$ cat config.mk
export PLATFORM = sky130hd
export DESIGN_NAME = swk_div_cell
export DESIGN_NICKNAME = d
export VERILOG_FILES = /design/src/hw/rtl/swk_pkg.sv /design/src/hw/rtl/swk_div_cell.sv
export SDC_FILE = /design/constraint.sdc
export NUM_CORES = 1
export LEC_CHECK = 0
export BUFFER_PORTS_ARGS = -buffer_cell sky130_fd_sc_hd__buf_2
export CAP_MARGIN = 20
export CORE_MARGIN = 2
export CORE_UTILIZATION = 25
export CTS_BUF_LIST = sky130_fd_sc_hd__clkbuf_4 sky130_fd_sc_hd__clkbuf_8
export CTS_CLUSTER_DIAMETER = 60
export CTS_CLUSTER_SIZE = 25
export DETAILED_ROUTE_END_ITERATION = 7
export PLACE_DENSITY_LB_ADDON = 0.1
export SLEW_MARGIN = 15
export SYNTH_ARGS = -nofsm -noshare
export SYNTH_HDL_FRONTEND = slang
export SYNTH_SLANG_ARGS = --single-unit
export TNS_END_PERCENT = 5
$ cat constraint.sdc
create_clock -name clk -period 2.65 [get_ports clk]
set_input_delay 0.3975 -clock clk [delete_from_list [all_inputs] [get_ports clk]]
set_output_delay 0.3975 -clock clk [all_outputs]
set_load 0.005 [all_outputs]
$ cat src/hw/rtl/swk_pkg.sv
// ============================================================================
// swk_pkg: shared types and constants for the swerve wheel kinematics unit
// Pipeline depths, cell payload structs, register codes and the CORDIC
// arctangent table.
// ============================================================================
package swk_pkg;

    // CORDIC depth, valid from 8 to 24
    localparam int CORDIC_STAGES = 16;
    localparam int STG_W         = 5;

    // Square root: two radicand bits per cell over a 34-bit radicand
    localparam int SQRT_CELLS = 17;
    // Normalizing divide: one quotient bit per cell
    localparam int DIV_CELLS  = 16;

    // Stage numbering, counted from the accepting edge (stage 1)
    localparam int SQRT_IN_STAGE = 4;
    localparam int DIV_IN_STAGE  = SQRT_IN_STAGE + SQRT_CELLS + 1;
    localparam int LAT           = DIV_IN_STAGE + DIV_CELLS + 1;
    // CORDIC input register sits at stage 3; pad angles up to stage LAT-1
    localparam int ANG_DLY       = LAT - 1 - 3 - CORDIC_STAGES;

    localparam logic [15:0] RATIO_RST = 16'd46341;
    localparam logic [16:0] ONE_Q15   = 17'd32768;
    localparam logic [15:0] HALF_TURN = 16'h8000;

    // register select, taken from paddr[2]
    localparam logic REG_LENGTH = 1'b0;
    localparam logic REG_WIDTH  = 1'b1;

    typedef logic signed [33:0] cvec_t;

    typedef struct packed {
        cvec_t       x;
        cvec_t       y;
        logic [31:0] z;
        logic        zero;
    } cordic_t;

    typedef struct packed {
        logic [33:0] n;
        logic [17:0] rem;
        logic [16:0] root;
    } sqrt_t;

    typedef struct packed {
        logic [16:0] m;
        logic [16:0] s;
        logic        big;
        logic [16:0] rem;
        logic [15:0] quo;
        logic [15:0] dsh;
    } div_t;

    // atan(2^-i) with 2^32 units per turn
    function automatic logic [31:0] atan_entry(input logic [STG_W-1:0] idx);
        logic [31:0] v;
        unique case (idx)
            5'd0:    v = 32'h20000000;
            5'd1:    v = 32'h12E4051E;
            5'd2:    v = 32'h09FB385B;
            5'd3:    v = 32'h051111D4;
            5'd4:    v = 32'h028B0D43;
            5'd5:    v = 32'h0145D7E1;
            5'd6:    v = 32'h00A2F61E;
            5'd7:    v = 32'h00517C55;
            5'd8:    v = 32'h0028BE53;
            5'd9:    v = 32'h00145F2F;
            5'd10:   v = 32'h000A2F98;
            5'd11:   v = 32'h000517CC;
            5'd12:   v = 32'h00028BE6;
            5'd13:   v = 32'h000145F3;
            5'd14:   v = 32'h0000A2F9;
            5'd15:   v = 32'h0000517C;
            5'd16:   v = 32'h000028BE;
            5'd17:   v = 32'h0000145F;
            5'd18:   v = 32'h00000A2F;
            5'd19:   v = 32'h00000517;
            5'd20:   v = 32'h0000028B;
            5'd21:   v = 32'h00000145;
            5'd22:   v = 32'h000000A2;
            5'd23:   v = 32'h00000051;
            default: v = 32'h00000000;
        endcase
        return v;
    endfunction

endpackage

$ cat src/hw/rtl/swk_div_cell.sv
// ============================================================================
// swk_div_cell: one quotient bit of the speed normalizing divide
// Shift in the next dividend bit, subtract the divisor where it fits.
// ============================================================================
module swk_div_cell (
    input  logic          clk,
    input  logic          en,
    input  swk_pkg::div_t cin,
    output swk_pkg::div_t cout
);
    import swk_pkg::*;

    div_t        cell_reg;
    div_t        cell_next;
    logic [17:0] r2;
    logic [17:0] diff;
    logic        ge;

    always_comb
    begin
        r2   = {cin.rem, cin.dsh[15]};
        diff = r2 - {1'b0, cin.m};
        ge   = (r2 >= {1'b0, cin.m});
        cell_next     = cin;
        cell_next.rem = ge ? diff[16:0] : r2[16:0];
        cell_next.quo = {cin.quo[14:0], ge};
        cell_next.dsh = {cin.dsh[14:0], 1'b0};
    end

    always_ff @(posedge clk)
    begin
        if (en)
        begin
            cell_reg <= cell_next;
        end
    end

    assign cout = cell_reg;
endmodule

### Word-level counts from Yosys, hierarchy flattened

Cells that the tools add are included.

| storage, ports and cells | value |
|---|---|
| memory bits (writable) | 0 |
| latch bits | 0 |
| bits in registers | 83 |
| memories kept | 0 |
| bits of input ports | 86 |
| bits in read-only memories | 0 |

| cells by class | value |
|---|---|
| eq/ne operators | 0 |
| add/subtract/negate cells | 1 |
| divide/modulo/power cells | 0 |
| reduce and logical (&&, ||, !) cells | 0 |
| shifts and indexed selects | 0 |
| bitwise operators | 0 |
| magnitude comparators | 1 |
| multiply operators | 0 |
| multiplexer cells | 1 |

Operators by type and width:

| kind | count |
|---|---|
| >= comparator 18 x 17 -> 1 bit | 1 |
| 2-to-1 mux 17 bit | 1 |
| subtractor 17 bit | 1 |

### Longest topological paths before layout

| logic depth | value |
|---|---|
| word-level depth | 2 |
| gate-level depth with buffers | 12 |

### Least setup slack after synthesis

No wires, ideal clock.

| timing | value |
|---|---|
| path type | input port to flip-flop |
| start | input port cin[15] in the netlist's numbering |
| end | register cell_reg (netlist bit cout[35]) (data pin) |
| stages | 12 |
| arrival | 2.245 ns |
| setup slack | 0.145 ns |
| path buffers | 1 |
| path through | inv_1 -> ha_1 -> inv_1 -> fa_1 -> a21oi_1 -> or3_4 -> a21oi_4 -> o21bai_4 -> and2_4 -> buf_12 -> inv_12 -> mux2_4 |

RTL lines:

| item | line | source |
|---|---|---|
| start, declared | swk_div_cell.sv:8 | `input swk_pkg::div_t cin,` |
| end signal, assigned | swk_div_cell.sv:34 | `cell_reg <= cell_next;` |
| end, declared | swk_div_cell.sv:13 | `div_t cell_reg;` |

==> results.yml <==
synth:
  ys_warn_count: 0
  syn_nets: 341
  ys_seq_area_frac: 0.676
  yosysTopAreaCell: "edfxtp_1"
  synth_seq_cells: 83
  synthTopCellsByCount: "edfxtp_1 (83), inv_1 (22), ha_1 (17)"
  synth_area_mm2: 0.00369
  synth.most_common_cell: "edfxtp_1"
  syn-instance-count: 237
  yosysTopAreaCellShare: 0.676
  synth_cell_type_count: 47
  async_flop_share: 0
  synth_enable_flop_cells: 83
  synth_top_cells_by_area: "edfxtp_1 (68%), ha_1 (5.8%), mux2_4 (4.1%), inv_1 (2.2%), xnor2_1 (1.9%)"
  syn_avg_cell_area_um2: 15.6
  synth-main-ff-cell: "edfxtp_1"
routing:
  avgViaCountPerCell: 4.22
  wire_per_inst_um: 14.6
  vias: 2606
  drt_iter0_drc: 125
  first_pass_iters: 6
  ant_nets: 0
  post-route-drc-count: 0
  wl_um: 9030
worst_hold_path:
  worstHoldStart: "cin[65]"
  hold_path_class: "input port to flip-flop"
  hold_path_depth: 1
  whs_endpoint: "cout[65]"
place:
  gp_congestion: 0.767
  dp_hpwl_um: 7010
  place_inst: 602
  portBuffers: 167
worst_setup_path:
  worstSetupStartpointType: "input port"
  critPathKind: "input port to flip-flop"
  cp_data_arrival_time_ns: 2.31
  required_ns: 2.77
  critPathMaxFanout: 10
  end_kind: "flip-flop"
layout:
  area_growth_syn_to_layout_pct: 37.6
  largest_reg_flops: 83
  nets: 533
  fill_cells: 1468
  diodes: 0
  utilization: 0.350
  final_cells: 617
  drive_above_1_share: 0.508
power:
  p_per_area_mw_per_mm2: 632
  leakage_uw: 0.00224
  p_int_uw: 2410
  clkPwrFrac: 0.318
  p_sw_uw: 790
  power.total_uw: 3200
  irDropWorstVdd_mv: 0.183
  sequentialPowerShare: 0.505
  switching_share: 0.247
  pwr-share-comb: 0.177
timing:
  post-route-period-util: 0.825
  finalSetupViolations: 0
  maxSlewViolCount: 0
  fin_crit_ns: 2.19
  clock.fmax_mhz: 457
  fin_tns_setup_ns: 0
  hold_viol: 0
  rsz0062_at_grt: "no"
global_route:
  grt_pass1_vias: 2688
  grt_pass1_wl_um: 14100
  antenna_found_initial: 0
  grt_remaining_overflow: 0
  grt_max_degree: 36
  grt_usage: 0.116
cts:
  cts_sinks: 83
  hold_buffers: 0
  cts_root_buf: "clkbuf_8"
  clkTransAtPathRegs_ns: 0.09
  cts_buffers: 9
  clk_path_buf_depth: 2
  htreeDepth: 3
  postCtsResizedCells: 0
  cts_tree: "yes"
  cts_setup_buffers: 0
status:
  status: "complete, no violations"
die:
  row_count: 44
  fp.dieH_um: 125
  dieWidth_um: 125
  start_util: 0.255
  ios: 170
  core_area_mm2: 0.0145
  dieArea_mm2: 0.0157
flow_run:
  cap_violations: 0
[layout by cell type, fill, tap and decap left out, types with 3 or more instances in the layout]
cell type and n:
a21oi_1 13, clkbuf_8 9, nor2_1 6, o21ai_0 7, nand3_1 7, edfxtp_1 83, nor3_1 4, buf_4 16
xnor2_1 8, xor2_1 3, inv_1 22, a21boi_0 3, a21o_1 3, o31ai_2 3, buf_2 166, and2_1 3
nand2_1 9, nand2b_1 3, mux2_4 10, ha_1 17
[layer usage]
metal,part of all wire,vias up,global-route usage
li1,-,1279,-
met2,0.46,125,0.190
met3,0.088,12,0.0351
met4,0.018,0,0.0529
met5,0,-,0
met1,0.43,1190,0.141
[power groups by stage]
stage	combinational [uW]	clock [uW]	sequential, uW
floorplan	261	0	1670
global placement	579	0	1650
detailed placement	580	0	1650
CTS	583	1060	1620
global route	633	1100	1630
finish	567	1020	1620
[logic make-up (layout without fill, tap and decap cells)]
| family | count (synthesis) | in the layout | synth area share |
|---|---|---|---|
| DFF | 83 | 83 | 0.676 |
| AOI/OAI and AO/OA | 47 | 47 | 0.0957 |
| and+or+nand+nor | 41 | 41 | 0.0601 |
| buffers and inverters | 25 | 221 | 0.0343 |
| adders and majority gates | 18 | 18 | 0.0631 |
| xor gates and xnor gates | 11 | 11 | 0.0261 |
| muxes | 11 | 11 | 0.0434 |
| other | 1 | 1 | 0.00102 |
[per-stage QoR]
| step | area [um2] | setup slack, ns | hold WS [ns] |
|---|---|---|---|
| after floorplan | 3690 | 0.145 | 0.496 |
| after global placement | 4860 | 0.0561 | 0.575 |
| after detailed placement | 4860 | 0.0614 | 0.576 |
| after CTS | 5070 | 0.456 | 0.177 |
| after global routing | 5070 | 0.323 | 0.181 |
| final | 5070 | 0.463 | 0.201 |
[area by class of cell]
cell class / instances / area, um2 / share of cell area
tap: 184 / 230 / 0.0454
clock buffer: 9 / 124 / 0.0244
multi-input combinational: 129 / 1070 / 0.210
sequential: 83 / 2490 / 0.491
clock inverter: 6 / 87.6 / 0.0173
timing repair buffer: 183 / 971 / 0.191
inverter: 23 / 98.8 / 0.0195
[worst max path at each step]
stage / start / to / cells past startpoint
6_report: cin[15] / cout[44] / 12
2_1_floorplan: cin[15] / cout[35] / 12
4_1_cts: cin[15] / cout[44] / 12
3_5_place_dp: cin[15] / cout[35] / 12
5_1_grt: cin[15] / cout[44] / 12
3_3_place_gp: cin[15] / cout[42] / 12
[worst max-delay path: stages]
cell      delay [ns]
buf_2           0.11
inv_1           0.05
ha_1            0.14
inv_1           0.05
fa_1            0.38
a21oi_1         0.21
or3_4           0.17
a21oi_4         0.06
o21bai_4        0.13
and2_4          0.24
inv_12          0.07
mux2_4          0.29
No activity file was read; power rests on OpenSTA's default activity.
