`config.mk`:
```
export PLATFORM = sky130hd
export DESIGN_NAME = swk_cordic_cell
export DESIGN_NICKNAME = d
export VERILOG_FILES = /design/src/hw/rtl/swk_pkg.sv /design/src/hw/rtl/swk_cordic_cell.sv
export SDC_FILE = /design/constraint.sdc
export NUM_CORES = 1
export LEC_CHECK = 0
export CAP_MARGIN = 20
export CORE_UTILIZATION = 35
export DETAILED_ROUTE_END_ITERATION = 16
export DONT_BUFFER_PORTS = 1
export PLACE_DENSITY = 0.53
export SLEW_MARGIN = 20
export SYNTH_ARGS = -nofsm -noshare
export SYNTH_HDL_FRONTEND = slang
export SYNTH_SLANG_ARGS = --single-unit
```
`constraint.sdc`:
```
create_clock -name clk -period 7.41 [get_ports clk]
set_clock_uncertainty 0.15 [all_clocks]
set_input_delay 0 -clock clk [delete_from_list [all_inputs] [get_ports clk]]
set_output_delay 0 -clock clk [all_outputs]
set_load 0.02 [all_outputs]
```
`src/hw/rtl/swk_pkg.sv`:
```
// ============================================================================
// swk_pkg: shared types and constants for the swerve wheel kinematics unit
// Pipeline depths, cell payload structs, register codes and the CORDIC
// arctangent table.
// ============================================================================
package swk_pkg;

    // CORDIC depth, valid from 8 to 24
    localparam int CORDIC_STAGES = 16;
    localparam int STG_W         = 5;

    // Square root: two radicand bits per cell over a 34-bit radicand
    localparam int SQRT_CELLS = 17;
    // Normalizing divide: one quotient bit per cell
    localparam int DIV_CELLS  = 16;

    // Stage numbering, counted from the accepting edge (stage 1)
    localparam int SQRT_IN_STAGE = 4;
    localparam int DIV_IN_STAGE  = SQRT_IN_STAGE + SQRT_CELLS + 1;
    localparam int LAT           = DIV_IN_STAGE + DIV_CELLS + 1;
    // CORDIC input register sits at stage 3; pad angles up to stage LAT-1
    localparam int ANG_DLY       = LAT - 1 - 3 - CORDIC_STAGES;

    localparam logic [15:0] RATIO_RST = 16'd46341;
    localparam logic [16:0] ONE_Q15   = 17'd32768;
    localparam logic [15:0] HALF_TURN = 16'h8000;

    // register select, taken from paddr[2]
    localparam logic REG_LENGTH = 1'b0;
    localparam logic REG_WIDTH  = 1'b1;

    typedef logic signed [33:0] cvec_t;

    typedef struct packed {
        cvec_t       x;
        cvec_t       y;
        logic [31:0] z;
        logic        zero;
    } cordic_t;

    typedef struct packed {
        logic [33:0] n;
        logic [17:0] rem;
        logic [16:0] root;
    } sqrt_t;

    typedef struct packed {
        logic [16:0] m;
        logic [16:0] s;
        logic        big;
        logic [16:0] rem;
        logic [15:0] quo;
        logic [15:0] dsh;
    } div_t;

    // atan(2^-i) with 2^32 units per turn
    function automatic logic [31:0] atan_entry(input logic [STG_W-1:0] idx);
        logic [31:0] v;
        unique case (idx)
            5'd0:    v = 32'h20000000;
            5'd1:    v = 32'h12E4051E;
            5'd2:    v = 32'h09FB385B;
            5'd3:    v = 32'h051111D4;
            5'd4:    v = 32'h028B0D43;
            5'd5:    v = 32'h0145D7E1;
            5'd6:    v = 32'h00A2F61E;
            5'd7:    v = 32'h00517C55;
            5'd8:    v = 32'h0028BE53;
            5'd9:    v = 32'h00145F2F;
            5'd10:   v = 32'h000A2F98;
            5'd11:   v = 32'h000517CC;
            5'd12:   v = 32'h00028BE6;
            5'd13:   v = 32'h000145F3;
            5'd14:   v = 32'h0000A2F9;
            5'd15:   v = 32'h0000517C;
            5'd16:   v = 32'h000028BE;
            5'd17:   v = 32'h0000145F;
            5'd18:   v = 32'h00000A2F;
            5'd19:   v = 32'h00000517;
            5'd20:   v = 32'h0000028B;
            5'd21:   v = 32'h00000145;
            5'd22:   v = 32'h000000A2;
            5'd23:   v = 32'h00000051;
            default: v = 32'h00000000;
        endcase
        return v;
    endfunction

endpackage

```
`src/hw/rtl/swk_cordic_cell.sv`:
```
// ============================================================================
// swk_cordic_cell: one vectoring micro-rotation
// Rotate toward the x axis by atan(2^-idx) and track the angle.
// ============================================================================
module swk_cordic_cell (
    input  logic                      clk,
    input  logic                      en,
    input  logic [swk_pkg::STG_W-1:0] idx,
    input  swk_pkg::cordic_t          cin,
    output swk_pkg::cordic_t          cout
);
    import swk_pkg::*;

    cordic_t cell_reg;
    cordic_t cell_next;
    cvec_t   dx;
    cvec_t   dy;

    always_comb
    begin
        dx = cin.y >>> idx;
        dy = cin.x >>> idx;
        cell_next.zero = cin.zero;
        if (cin.y > 0)
        begin
            cell_next.x = cin.x + dx;
            cell_next.y = cin.y - dy;
            cell_next.z = cin.z + atan_entry(idx);
        end
        else
        begin
            cell_next.x = cin.x - dx;
            cell_next.y = cin.y + dy;
            cell_next.z = cin.z - atan_entry(idx);
        end
    end

    always_ff @(posedge clk)
    begin
        if (en)
        begin
            cell_reg <= cell_next;
        end
    end

    assign cout = cell_reg;
endmodule

```
## Word level (Yosys, flattened, before mapping)

Memory sizes are Yosys's and may differ from the RTL's.
Index checks and enable logic that the tools add are counted.

| storage, ports and cells | value |
|---|---|
| bits in registers | 101 |
| bits in latches | 0 |
| bits in read-only memories | 1920 |
| logic and storage cells | 18 |
| memories kept | 2 |
| output and inout bits | 101 |
| input bits | 108 |
| bits in writable memories | 0 |

Memories:

| memory | words | bits a word | rd ports | clocked after Yosys merged registers in | wr ports | RTL line | source |
|---|---|---|---|---|---|---|---|
| (no name shown) | 32 | 30 | 1 | 0 | 0 | swk_pkg.sv:59 | `unique case (idx)` |
| (no name shown) | 32 | 30 | 1 | 0 | 0 | swk_pkg.sv:59 |  |

| operators by class | value |
|---|---|
| multiply operators | 0 |
| magnitude comparators | 1 |
| muxes and demuxes | 3 |
| reductions and logical operators | 0 |
| shift operators | 2 |
| equality and inequality tests | 0 |
| bitwise gates (word level) | 0 |
| add/sub/neg operators | 6 |
| div/mod/pow operators | 0 |

Operators with widths:

| cell | number |
|---|---|
| $mux W100 | 1 |
| $add A34 B34 Y34 | 2 |
| $sshr A34 B5 Y34 | 2 |
| $sub A34 B34 Y34 | 2 |
| $mux W32 | 2 |
| $gt A34 B1 Y1 const B | 1 |
| $add A32 B32 Y32 | 1 |
| $sub A32 B32 Y32 | 1 |

## Logic depth before layout (Yosys ltp)

| depth | value |
|---|---|
| depth after elaboration | 4 |
| mapped depth | 29 |
| mapped depth without buffers | 23 |

## Worst setup path after synthesis

No wires, ideal clock.

| path | value |
|---|---|
| kind | input to register |
| start point | in idx[4] in the netlist's numbering |
| end point | reg cell_reg (netlist bit cout[65]), data pin |
| data required time | 6.999 ns |
| stages on the path | 21 |
| setup slack | 1.872 ns |
| buffers on the path | 8 |
| library setup time | 0.261 ns |
| arrival | 5.127 ns |
| cell sequence | buf_2 -> buf_1 -> buf_1 -> buf_2 -> buf_1 -> clkbuf_1 -> clkbuf_1 -> clkbuf_1 -> o21a_1 -> ha_1 -> nand2_1 -> or4_4 -> o21ai_1 -> xor2_1 -> ha_1 -> nand4_1 -> o41ai_1 -> nand2_1 -> a31oi_1 -> a211oi_1 -> a311o_1 |

RTL lines:

| item | RTL line | source |
|---|---|---|
| from (decl) | swk_cordic_cell.sv:8 | `input logic [swk_pkg::STG_W-1:0] idx,` |
| to (signal assigned) | swk_cordic_cell.sv:42 | `cell_reg <= cell_next;` |
| to (decl) | swk_cordic_cell.sv:14 | `cordic_t cell_reg;` |

==> flow_summary.json <==
{
  "cp.required_ps": 7420,
  "worstSetupStartpointType": "input pin",
  "synth.distinct_cells": 91,
  "pwr_density_cell_nw_per_um2": 183.0,
  "syn_area_per_cell_um2": 8.769,
  "die_x_um": 213.2,
  "slew_headroom": 0.2464,
  "hold_end": "cout[84]",
  "end_kind": "flop",
  "stdcell_area_um2": 17710,
  "cts_tree": "built",
  "synth_edf_count": 101,
  "dpl-instance-area_um2": 16010,
  "port_buffers": 0,
  "netlist_instances": 1781,
  "drc_errors": 0,
  "cts_resized": 0,
  "drt_iter0_markers": 1366,
  "antenna_cells": 0,
  "antenna_found_initial": 0,
  "fmax_mhz": 155.2,
  "std_cell_rows": 77,
  "clk_pin_slew_ps": 80,
  "drive_gt1_frac": 0.1032,
  "dp_cells": 2295,
  "mappedNetlistNets": 1999,
  "die_y_um": 213.2,
  "htreeDepth": 3,
  "internal_power_mw": 1.865,
  "ios": 209,
  "hold_buffers": 141,
  "ir_drop_v": 0.0001018,
  "crit_fanout": 125,
  "crit_buf_inv": 1,
  "fill_cells": 4488,
  "dpl.hpwl_um": 46340,
  "maxCapViolations": 0,
  "vias": 15260,
  "yosys_warnings": 0,
  "via_per_inst": 6.223,
  "slew_violations": 0,
  "worstPathCellList": "nor2_1 -> mux2i_1 -> o21ai_0 -> a211oi_2 -> nand3b_1 -> nor4b_2 -> and2_1 -> a21oi_1 -> mux2i_1 -> ha_1 -> a21o_1 -> a21o_1 -> a21oi_1 -> o21ai_0 -> a2111oi_0 -> nor3_1 -> a311o_1 -> a21oi_1 -> xnor2_1 -> dlygate4sd3_1",
  "worst-slew-pin-transition_ps": 1125,
  "post_drt_wl_per_cell_um": 25.88,
  "rsz0062_at_grt": "false",
  "pwr-share-clk": 0.145,
  "cp_slowest_stage_delay_ps": 690,
  "first_global_vias": 15160,
  "postCtsSetupBuffers": 0,
  "crit_type": "in2reg",
  "root_buffer": "clkbuf_16",
  "synth_ff_type": "edfxtp_1",
  "pwr-share-comb": 0.514,
  "gp_congestion": 0.9528,
  "postRouteAntennaNets": 0,
  "crit_path_frequent_cell": "a21oi_1",
  "clock_path_buffers": 2,
  "overflow": 0,
  "dieArea_um2": 45470,
  "synth-seq-cells": 101,
  "syn_area_um2": 15620,
  "slowest_stage": "mux2i_1",
  "syn_to_final_growth_pct": 13.41,
  "min-delay-start": "cin[84]",
  "start_util": 0.3539,
  "ys_seq_area_frac": 0.1942,
  "core_area_um2": 44120,
  "min_path_cells": 4,
  "hold_viol": 0,
  "critPathArrivalTime_ps": 6450,
  "critPathTopFamily": "compound AO/OA/AOI/OAI gates",
  "leakage_nw": 6.742,
  "async_flop_share": 0,
  "worstHoldPathType": "in2reg",
  "firstDrtPassIters": 8,
  "period_minus_slack_ps": 6443,
  "drt_wl_total_um": 63460,
  "cts-buffers-inserted": 9,
  "finalSetupTns_ps": 0,
  "cts.sinks": 101,
  "swShare": 0.4248,
  "status": "complete, no violations",
  "grt_max_degree": 126,
  "p_sw_mw": 1.377,
  "largest_register_ffs": 101,
  "layout.cells.non_filler": 2452,
  "fin_crit_sh": 0.8696,
  "seqPwrFrac": 0.341,
  "nNetsFinal": 2073,
  "grt_first_pass_wirelength_um": 95040,
  "hold-worst-slack_ps": 30.21,
  "grt_usage": 0.2808,
  "setup_viol": 0
}
-- power groups by stage --
stage / clock [mW] / sequential (mW) / combinational [mW]
4_1_cts: 0.494 / 1.11 / 1.65
3_3_place_gp: 0 / 1.12 / 1.45
2_1_floorplan: 0 / 1.10 / 1.17
5_1_grt: 0.513 / 1.13 / 1.83
6_report: 0.469 / 1.11 / 1.67
3_5_place_dp: 0 / 1.12 / 1.46
-- cells by family (layout without fill, tap and decap cells) --
| logic type | after synthesis | count (layout) | share of synthesized area |
|---|---|---|---|
| AO/OA/AOI/OAI | 568 | 568 | 0.2385 |
| AND/OR/NAND/NOR | 506 | 506 | 0.1633 |
| multiplexers | 180 | 180 | 0.1756 |
| XOR/XNOR | 162 | 162 | 0.09085 |
| buffers and inverters | 154 | 233 | 0.04799 |
| adder cells (fa/ha/maj) | 110 | 110 | 0.08957 |
| flip-flops | 101 | 101 | 0.1942 |
-- Yosys cell counts (all sizes together) (6+ instances only) --
cell type,n,area share
nand4,11,0.0044
a211o,6,0.0034
a221oi,7,0.0043
o31ai,14,0.0067
nor3,27,0.010
a22oi,14,0.0067
or2,11,0.0044
a222oi,6,0.0038
mux2,36,0.026
mux2i,73,0.047
and2,18,0.0072
and4,8,0.0045
xnor2,106,0.059
o21a,11,0.0053
xor2,56,0.031
o21bai,11,0.0053
o221ai,14,0.0079
and3,21,0.0084
or3,11,0.0044
clkbuf,39,0.0094
a211oi,25,0.013
o211ai,20,0.0096
ha,107,0.086
nand3,28,0.0093
o21ai,102,0.033
a31oi,26,0.010
nand2,137,0.033
nand2b,29,0.012
a21oi,167,0.054
buf,66,0.027
nor2,139,0.033
a22o,6,0.0034
edfxtp,101,0.19
a41oi,8,0.0045
inv,46,0.011
nor4,12,0.0062
mux4,71,0.10
a32oi,7,0.0039
nor2b,34,0.014
a21o,53,0.025
a21boi,7,0.0034
o22ai,16,0.0064
-- metrics by stage --
stage | power, mW | worst slack (ps) | util
finish | 3.241 | 966.5 | 0.4014
global route | 3.464 | 701.3 | 0.4014
CTS | 3.255 | 1197 | 0.4014
detailed placement | 2.582 | 1229 | 0.3629
global placement | 2.577 | 1225 | 0.3629
floorplan | 2.262 | 1872 | -
-- worst max path at each step --
stage | cells past startpoint | slack, ps | from | to
after floorplan | 21 | 1870 | idx[4] | cout[65]
after global placement | 19 | 1230 | idx[0] | cout[99]
after CTS | 20 | 1200 | idx[1] | cout[99]
final | 20 | 970 | idx[0] | cout[99]
after global routing | 23 | 700 | idx[0] | cout[29]
after detailed placement | 20 | 1230 | idx[3] | cout[65]
-- placed cells by master, fill, tap and decap left out, drive strengths merged, types with 36 or more instances in the layout --
master,synthesis,final
nand2,137,137
ha,107,107
a21oi,167,167
nor2,139,139
xor2,56,56
mux2i,73,73
dlygate4sd3,0,140
xnor2,106,106
o21ai,102,102
a21o,53,53
mux4,71,71
edfxtp,101,101
mux2,36,36
inv,46,47
-- layout make-up --
class                      instances  area, um^2  area share
clock inverter                     5       36.28    0.002049
timing repair buffer             168        1632     0.09212
inverter                          49       183.9     0.01038
multi-input combinational       1526       11850      0.6693
clock buffer                      11       232.7     0.01314
sequential                       101        3033      0.1712
tap                              592       740.7     0.04182
-- metal layers --
layer | global-route usage | up-vias | part of all wire
li1 | - | 6991 | -
met1 | 0.3425 | 7410 | 0.40
met2 | 0.4588 | 710 | 0.47
met3 | 0.06251 | 149 | 0.077
met4 | 0.1522 | 0 | 0.053
met5 | 0 | - | 0
Power figures use the tool's default switching activity.
