$ cat config.mk
export PLATFORM = sky130hd
export DESIGN_NAME = swk_sqrt_cell
export DESIGN_NICKNAME = d
export VERILOG_FILES = /design/src/hw/rtl/swk_pkg.sv /design/src/hw/rtl/swk_sqrt_cell.sv
export SDC_FILE = /design/constraint.sdc
export NUM_CORES = 1
export LEC_CHECK = 0
export ABC_AREA = 1
export ABC_CLOCK_PERIOD_IN_PS = 2000
export BUFFER_PORTS_ARGS = -buffer_cell sky130_fd_sc_hd__buf_2
export CAP_MARGIN = 40
export CORE_MARGIN = 5
export CORE_UTILIZATION = 45
export CTS_BUF_LIST = sky130_fd_sc_hd__clkbuf_8 sky130_fd_sc_hd__clkbuf_16
export CTS_CLUSTER_SIZE = 25
export DETAILED_ROUTE_END_ITERATION = 12
export PLACE_DENSITY = 0.75
export RECOVER_POWER = 25
export SYNTH_ARGS = -nofsm -noshare
export SYNTH_HDL_FRONTEND = slang
export SYNTH_SLANG_ARGS = --single-unit
$ cat constraint.sdc
create_clock -name clk -period 2 [get_ports clk]
set_input_delay 0.1 -clock clk [delete_from_list [all_inputs] [get_ports clk]]
set_output_delay 0.1 -clock clk [all_outputs]
set_load 0.005 [all_outputs]
$ cat src/hw/rtl/swk_pkg.sv
// ============================================================================
// swk_pkg: shared types and constants for the swerve wheel kinematics unit
// Pipeline depths, cell payload structs, register codes and the CORDIC
// arctangent table.
// ============================================================================
package swk_pkg;

    // CORDIC depth, valid from 8 to 24
    localparam int CORDIC_STAGES = 16;
    localparam int STG_W         = 5;

    // Square root: two radicand bits per cell over a 34-bit radicand
    localparam int SQRT_CELLS = 17;
    // Normalizing divide: one quotient bit per cell
    localparam int DIV_CELLS  = 16;

    // Stage numbering, counted from the accepting edge (stage 1)
    localparam int SQRT_IN_STAGE = 4;
    localparam int DIV_IN_STAGE  = SQRT_IN_STAGE + SQRT_CELLS + 1;
    localparam int LAT           = DIV_IN_STAGE + DIV_CELLS + 1;
    // CORDIC input register sits at stage 3; pad angles up to stage LAT-1
    localparam int ANG_DLY       = LAT - 1 - 3 - CORDIC_STAGES;

    localparam logic [15:0] RATIO_RST = 16'd46341;
    localparam logic [16:0] ONE_Q15   = 17'd32768;
    localparam logic [15:0] HALF_TURN = 16'h8000;

    // register select, taken from paddr[2]
    localparam logic REG_LENGTH = 1'b0;
    localparam logic REG_WIDTH  = 1'b1;

    typedef logic signed [33:0] cvec_t;

    typedef struct packed {
        cvec_t       x;
        cvec_t       y;
        logic [31:0] z;
        logic        zero;
    } cordic_t;

    typedef struct packed {
        logic [33:0] n;
        logic [17:0] rem;
        logic [16:0] root;
    } sqrt_t;

    typedef struct packed {
        logic [16:0] m;
        logic [16:0] s;
        logic        big;
        logic [16:0] rem;
        logic [15:0] quo;
        logic [15:0] dsh;
    } div_t;

    // atan(2^-i) with 2^32 units per turn
    function automatic logic [31:0] atan_entry(input logic [STG_W-1:0] idx);
        logic [31:0] v;
        unique case (idx)
            5'd0:    v = 32'h20000000;
            5'd1:    v = 32'h12E4051E;
            5'd2:    v = 32'h09FB385B;
            5'd3:    v = 32'h051111D4;
            5'd4:    v = 32'h028B0D43;
            5'd5:    v = 32'h0145D7E1;
            5'd6:    v = 32'h00A2F61E;
            5'd7:    v = 32'h00517C55;
            5'd8:    v = 32'h0028BE53;
            5'd9:    v = 32'h00145F2F;
            5'd10:   v = 32'h000A2F98;
            5'd11:   v = 32'h000517CC;
            5'd12:   v = 32'h00028BE6;
            5'd13:   v = 32'h000145F3;
            5'd14:   v = 32'h0000A2F9;
            5'd15:   v = 32'h0000517C;
            5'd16:   v = 32'h000028BE;
            5'd17:   v = 32'h0000145F;
            5'd18:   v = 32'h00000A2F;
            5'd19:   v = 32'h00000517;
            5'd20:   v = 32'h0000028B;
            5'd21:   v = 32'h00000145;
            5'd22:   v = 32'h000000A2;
            5'd23:   v = 32'h00000051;
            default: v = 32'h00000000;
        endcase
        return v;
    endfunction

endpackage

$ cat src/hw/rtl/swk_sqrt_cell.sv
// ============================================================================
// swk_sqrt_cell: one digit of the integer square root chain
// Bring down two radicand bits, try the next root bit, keep the remainder.
// ============================================================================
module swk_sqrt_cell (
    input  logic          clk,
    input  logic          en,
    input  swk_pkg::sqrt_t cin,
    output swk_pkg::sqrt_t cout
);
    import swk_pkg::*;

    sqrt_t       cell_reg;
    sqrt_t       cell_next;
    logic [19:0] r2;
    logic [19:0] trial;
    logic [19:0] diff;
    logic        ge;

    always_comb
    begin
        r2    = {cin.rem, cin.n[33:32]};
        trial = {1'b0, cin.root, 2'b01};
        diff  = r2 - trial;
        ge    = (r2 >= trial);
        cell_next.n    = {cin.n[31:0], 2'b00};
        cell_next.rem  = ge ? diff[17:0] : r2[17:0];
        cell_next.root = {cin.root[15:0], ge};
    end

    always_ff @(posedge clk)
    begin
        if (en)
        begin
            cell_reg <= cell_next;
        end
    end

    assign cout = cell_reg;
endmodule

### After elaboration in Yosys (flattened, before gate mapping)

Index checks and enable logic that the tools add are counted.

* logic and storage cells: 6
* output and inout bits: 69
* bits in registers: 67

* multiplexer cells: 1
* $add $sub $neg: 1
* order comparisons: 1

Operators by type and width (number)
* $ge 20x19->1: 1
* $mux 18: 1
* $sub 18x18->18: 1

### Logic depth before layout (Yosys ltp)

Gate-level depths: netlist (run 1).

* depth in word-level cells: 2
* mapped depth: 14
* depth with buffers taken out: 13

### Worst setup path before layout (run 1)

No wires, ideal clock.

* path type: in2reg
* start: input port cin[1] in the netlist's numbering
* end: register cell_reg (netlist bit cout[17]) (data pin)
* stages: 10
* slack: 445 ps
* data arrival time: 1299 ps
* setup time: 256 ps
* required time: 1744 ps
* path through: inv_1 > ha_1 > a21oi_1 > nand2_1 > nand2_1 > nand3b_4 > nand2_2 > nand2_4 > buf_6 > xor2_2

RTL lines
* start: declaration: RTL line swk_sqrt_cell.sv:8 `input swk_pkg::sqrt_t cin,`
* end signal: assignment: RTL line swk_sqrt_cell.sv:35 `cell_reg <= cell_next;`
* end: declaration: RTL line swk_sqrt_cell.sv:13 `sqrt_t cell_reg;`

==> impl_metrics.toml, run 1 <==
[floorplanning]
io_pins = 140
core_um2 = 7331
start_util = 0.4683
die_w_um = 97.35
die_area_um2 = 9476
die_h_um = 97.35
row_count = 31

[routing]
vias = 3085
wirelength_um = 10170
drtPass1Iterations = 4
drc = 0
dr.first_iter.drc_count = 163
antenna_left = 0
vias_per_cell = 4.696
wl_per_cell_um = 15.47

[worst_setup_path]
arrival_ns = 2.06
cp_max_fo = 8
required_ns = 2.10
path_class = "in -> reg"
start_kind = "input pin"
end_kind = "flop"

[placement]
port_buffers = 137
dp_hpwl_um = 6725
dp_slack_ns = 0.1461
gp_congestion = 0.8707
post_dp_cell_area_um2 = 4272

[timing]
final-setup-viol-count = 0
slew_headroom = 0.07523
hold_ws_ns = 0.05003
finalSetupTns_ns = 0
worst_slew_pin_slew_ns = 1.387
period_minus_slack_ns = 1.959
drv_slew = 0
fmax_mhz = 510.5
fin_ws_ns = 0.04110
hold_viol = 0
fin_crit_sh = 0.9795

[global_route]
grt_pass1_vias = 3170
track_usage = 0.2092
overflow = 0
grt_max_degree = 29
grt_first_pass_wirelength_um = 15770
antenna_found_initial = 0

[clocking]
root_buffer = "clkbuf_8"
cts_buffers = 9
path_clk_slew_ns = 0.07
cts_tree = "done"
cts_sinks = 67
cts_buffer_depth = 2
htree_levels = 3

[pwr]
p_leak_uw = 0.002512
vdd_ir_drop_max_v = 0.0003311
p_per_area_nw_per_um2 = 758.9

[synthesis]
synth-seq-area-share = 0.5860
synth_seq_cells = 67
synthCells = 351
ys_types = 24
syn_area_um2 = 3433
yosysWarningCount = 0
avgSynthCellArea_um2 = 9.781

[cells_and_area]
diodes = 0
nets = 643
regArea_um2 = 2012
stdcell_area_um2 = 5233
utilization = 0.7138
largest_reg_flops = 67
area_growth_pct = 52.41
multi_input_area_um2 = 1345
final_common_cell = "buf_2"
nFillCells = 540
layout_common_cells = "133 x buf_2, 121 x nand2_1, 67 x edfxtp_1, 48 x inv_1, 48 x dlygate4sd3_1"
drive_gt1_frac = 0.3513

[run]
cap_violations = 0

[status]
status = "finished, final reports clean"

[hold_path]
hp-class = "in -> reg"
==> layer usage <==
metal	track usage	vias to the layer above	wire length (µm)
li1	-	1540	-
met1	0.2407	1405	4042
met2	0.3700	132	5199
met3	0.07035	8	818
met4	0.06070	0	107
met5	0	-	0
==> layout make-up <==
type / count / area share
multi-input cells: 225 / 0.2571
flip-flops and latches: 67 / 0.3845
inverters: 55 / 0.04185
clock inverters: 7 / 0.02248
well taps: 99 / 0.02367
repair inverters: 1 / 0.001674
repair buffers: 194 / 0.2451
clock buffers: 9 / 0.02367
==> Yosys cell counts <==
cell,n,area [µm²]
nand2_1,125,469.2
edfxtp_1,67,2012
inv_1,52,195.2
nor2_1,20,75.07
ha_1,19,237.7
nand3_1,18,90.09
a21oi_1,14,70.07
xor2_1,8,70.07
nand3b_1,5,37.54
o21ai_0,4,20.02
buf_4,3,22.52
buf_6,2,22.52
inv_2,2,7.510
nand2_2,2,12.51
conb_1,1,3.750
inv_4,1,6.260
nand2_4,1,11.26
nand3b_4,1,20.02
nand4_1,1,6.260
nor2_2,1,6.260
o21ai_1,1,5.000
o21bai_1,1,7.510
xnor2_1,1,8.760
xor2_2,1,16.27
==> critical path: stages <==
cell and delay [ns]:
dlygate4sd3_1 0.53, clkbuf_1 0.13, inv_1 0.08, ha_4 0.27
nand2_1 0.09, nor2_2 0.05, nand3_1 0.09, o21ai_1 0.07
nor2_2 0.21, nand2_8 0.14, buf_4 0.17, xor2_2 0.13
==> timing repair <==
action                                  CTS  global route
endpoints found under the setup margin    0            16
setup buffers                             0             2
resized for setup                         0            40
hold endpoints to repair                 48             0
hold buffers                             48             0
==> final timing paths <==
path	cells past startpoint	startpoint	slack, ns	to
worst min-delay path	3	cin[23]	0.05	cout[25]$_DFFE_PP_
worst max-delay path	12	cin[13]	0.04	cout[17]$_DFFE_PP_
==> power by group <==
group | internal (µW) | leakage [µW] | switching [µW]
logic | 409 | 0.00174 | 455
clock network | 825 | 0.000117 | 534
registers | 1710 | 0.000655 | 36.4
total | 2950 | 0.00251 | 1030
==> stage by stage <==
stage | power [µW] | cells
after floorplan | 2144 | 352
after global placement | 2457 | 589
after detailed placement | 2472 | 589
after CTS | 3896 | 653
after global routing | 4175 | 657
final | 3971 | 657
==> cell families (layout without fill, tap and decap cells) <==
family	count (synthesis)	after routing	synth area share
AND/OR/NAND/NOR	174	174	0.2121
flip-flops	67	67	0.5860
buffers and inverters	60	266	0.07398
AO/OA/AOI/OAI	20	20	0.02988
adder cells (fa/ha/maj)	19	19	0.06924
XOR/XNOR	10	10	0.02770
other	1	2	0.001092
No activity file was read; power rests on OpenSTA's default activity.
==> run 2: changes to the inputs <==
ABC_CLOCK_PERIOD_IN_PS = 2500   (was 2000)
clock period = 2.5 ns   (was 2 ns; I/O delays follow)
==> impl_metrics.toml, run 2 (same netlist as run 1, synthesis figures left out) <==
[status]
status = "finished with violations"
violations = "capacitance limit, slew limit"

[clocking]
htree_levels = 3
path_clk_slew_ns = 0.07
cts_tree = "done"
post_cts_buffers = 0
root_buffer = "clkbuf_8"
cts_buffer_depth = 2
cts_buffers = 9
cts_sinks = 67

[cells_and_area]
diodes = 0
area_growth_pct = 42.24
final_common_cell = "nand2_1"
drive_gt1_frac = 0.2691
layout_common_cells = "125 x nand2_1, 122 x buf_2, 67 x edfxtp_1, 52 x inv_1, 48 x dlygate4sd3_1"
nets = 635
stdcell_area_um2 = 4883
instances_no_fill = 649
largest_reg_flops = 67
utilization = 0.6662

[worst_setup_path]
arrival_ns = 2.34
required_ns = 2.59
end_kind = "flop"
path_class = "in -> reg"
path_cells = "dlygate4sd3_1, clkbuf_1, inv_1, ha_1, nand2_1, inv_2, nand2_1, nor2_1, nand2_1, nand3b_4, nand2_2, nand2_4, inv_4, nand2_1, nand2_1"
crit_top_cell = "nand2_1"
cp_slowest_stage_delay_ns = 0.54
cp_max_fo = 21
start_kind = "input pin"
critical-path-slowest-cell = "dlygate4sd3_1"

[hold_path]
hp-start = "cin[22]"
worstHoldPathCells = 3
hp-class = "in -> reg"
whs_endpoint = "cout[24]$_DFFE_PP_"

[routing]
wirelength_um = 9285
antenna_left = 0
drtPass1Iterations = 4
vias = 2973
vias_per_cell = 4.581
wl_per_cell_um = 14.31
drc = 0
dr.first_iter.drc_count = 86

[pwr]
vdd_ir_drop_max_v = 0.0002905
p_leak_uw = 0.002393
p_per_area_nw_per_um2 = 590.2
power_uw = 2882

[placement]
port_buffers = 137
post_dp_cell_area_um2 = 4229
dp_hpwl_um = 6641
placedCellCount = 585
gp_congestion = 0.8542

[floorplanning]
die_area_um2 = 9476
start_util = 0.4683
io_pins = 140
die_h_um = 97.35
die_w_um = 97.35
core_um2 = 7331
row_count = 31

[run]
cap_violations = 1

[global_route]
grt_max_degree = 33
track_usage = 0.1994
grt_first_pass_wirelength_um = 15060
grt_pass1_vias = 2999
antenna_found_initial = 1
overflow = 0

[timing]
worst_slew_pin_slew_ns = 1.760
drv_slew = 32
grt_setup_unrepaired = "no"
fmax_mhz = 443.4
slew_headroom = -0.1732
period_minus_slack_ns = 2.255
finalSetupTns_ns = 0
fin_crit_sh = 0.9021
final-setup-viol-count = 0
hold_viol = 0
[run 2: changes by cell type in the layout (fill, tap and decap cells not counted), moves of 5 or more]
cell      change
buf_2        -11
inv_2         -5
ha_1         +10
ha_4          -9
clkbuf_1     +11
[run 2: what timing repair did]
item,CTS,global route
hold buffers,48,0
endpoints found under the setup margin,0,0
hold endpoints to repair,48,0
gates resized for setup,0,0
[run 2: per-stage QoR]
stage	worst slack [ns]	hold WS [ns]
floorplan	0.9196	0.2239
global placement	0.5065	0.3016
CTS	0.2624	0.05458
global route	0.05351	0.05970
detailed placement	0.4535	0.3034
finish	0.2448	0.06842
[run 2: worst max path at each step]
stage / slack [ns] / end / cells past startpoint / from
floorplan: 0.92 / cout[17]$_DFFE_PP_ / 10 / cin[1]
global route: 0.05 / cout[30]$_DFFE_PP_ / 15 / cin[6]
detailed placement: 0.45 / cout[30]$_DFFE_PP_ / 14 / cin[0]
global placement: 0.51 / cout[33]$_DFFE_PP_ / 14 / cin[7]
CTS: 0.26 / cout[30]$_DFFE_PP_ / 15 / cin[6]
finish: 0.24 / cout[30]$_DFFE_PP_ / 15 / cin[7]
[run 2: worst max-delay path: cells and delay by family]
family / cells / cell delay, ns
AND/OR/NAND/NOR: 9 / 0.90
buffers and inverters: 5 / 0.97
adder cells (fa/ha/maj): 1 / 0.34
[run 2: per-layer routing]
| metal | share of wire | vias to the layer above | global-route usage |
|---|---|---|---|
| met2 | 0.50 | 115 | 0.3577 |
| met5 | 0.0022 | - | 0 |
| met4 | 0.011 | 2 | 0.05005 |
| met3 | 0.076 | 13 | 0.06317 |
| met1 | 0.41 | 1323 | 0.2307 |
| li1 | - | 1520 | - |
[run 2: cell type report]
type	instances	area, µm²
Multi-Input combinational cell	225	1171
Clock buffer	9	123.9
Inverter	55	209.0
Timing Repair Buffer	187	1175
Fill cell	580	2447
Tap cell	99	123.9
Sequential cell	67	2012
Clock inverter	7	68.82
[run 2: power by group]
part / internal [µW] / total [µW] / leakage (µW) / switching (µW)
registers: 1370 / 1390 / 0.000655 / 24.9
logic: 276 / 607 / 0.00164 / 331
clock network: 457 / 881 / 0.0000966 / 425
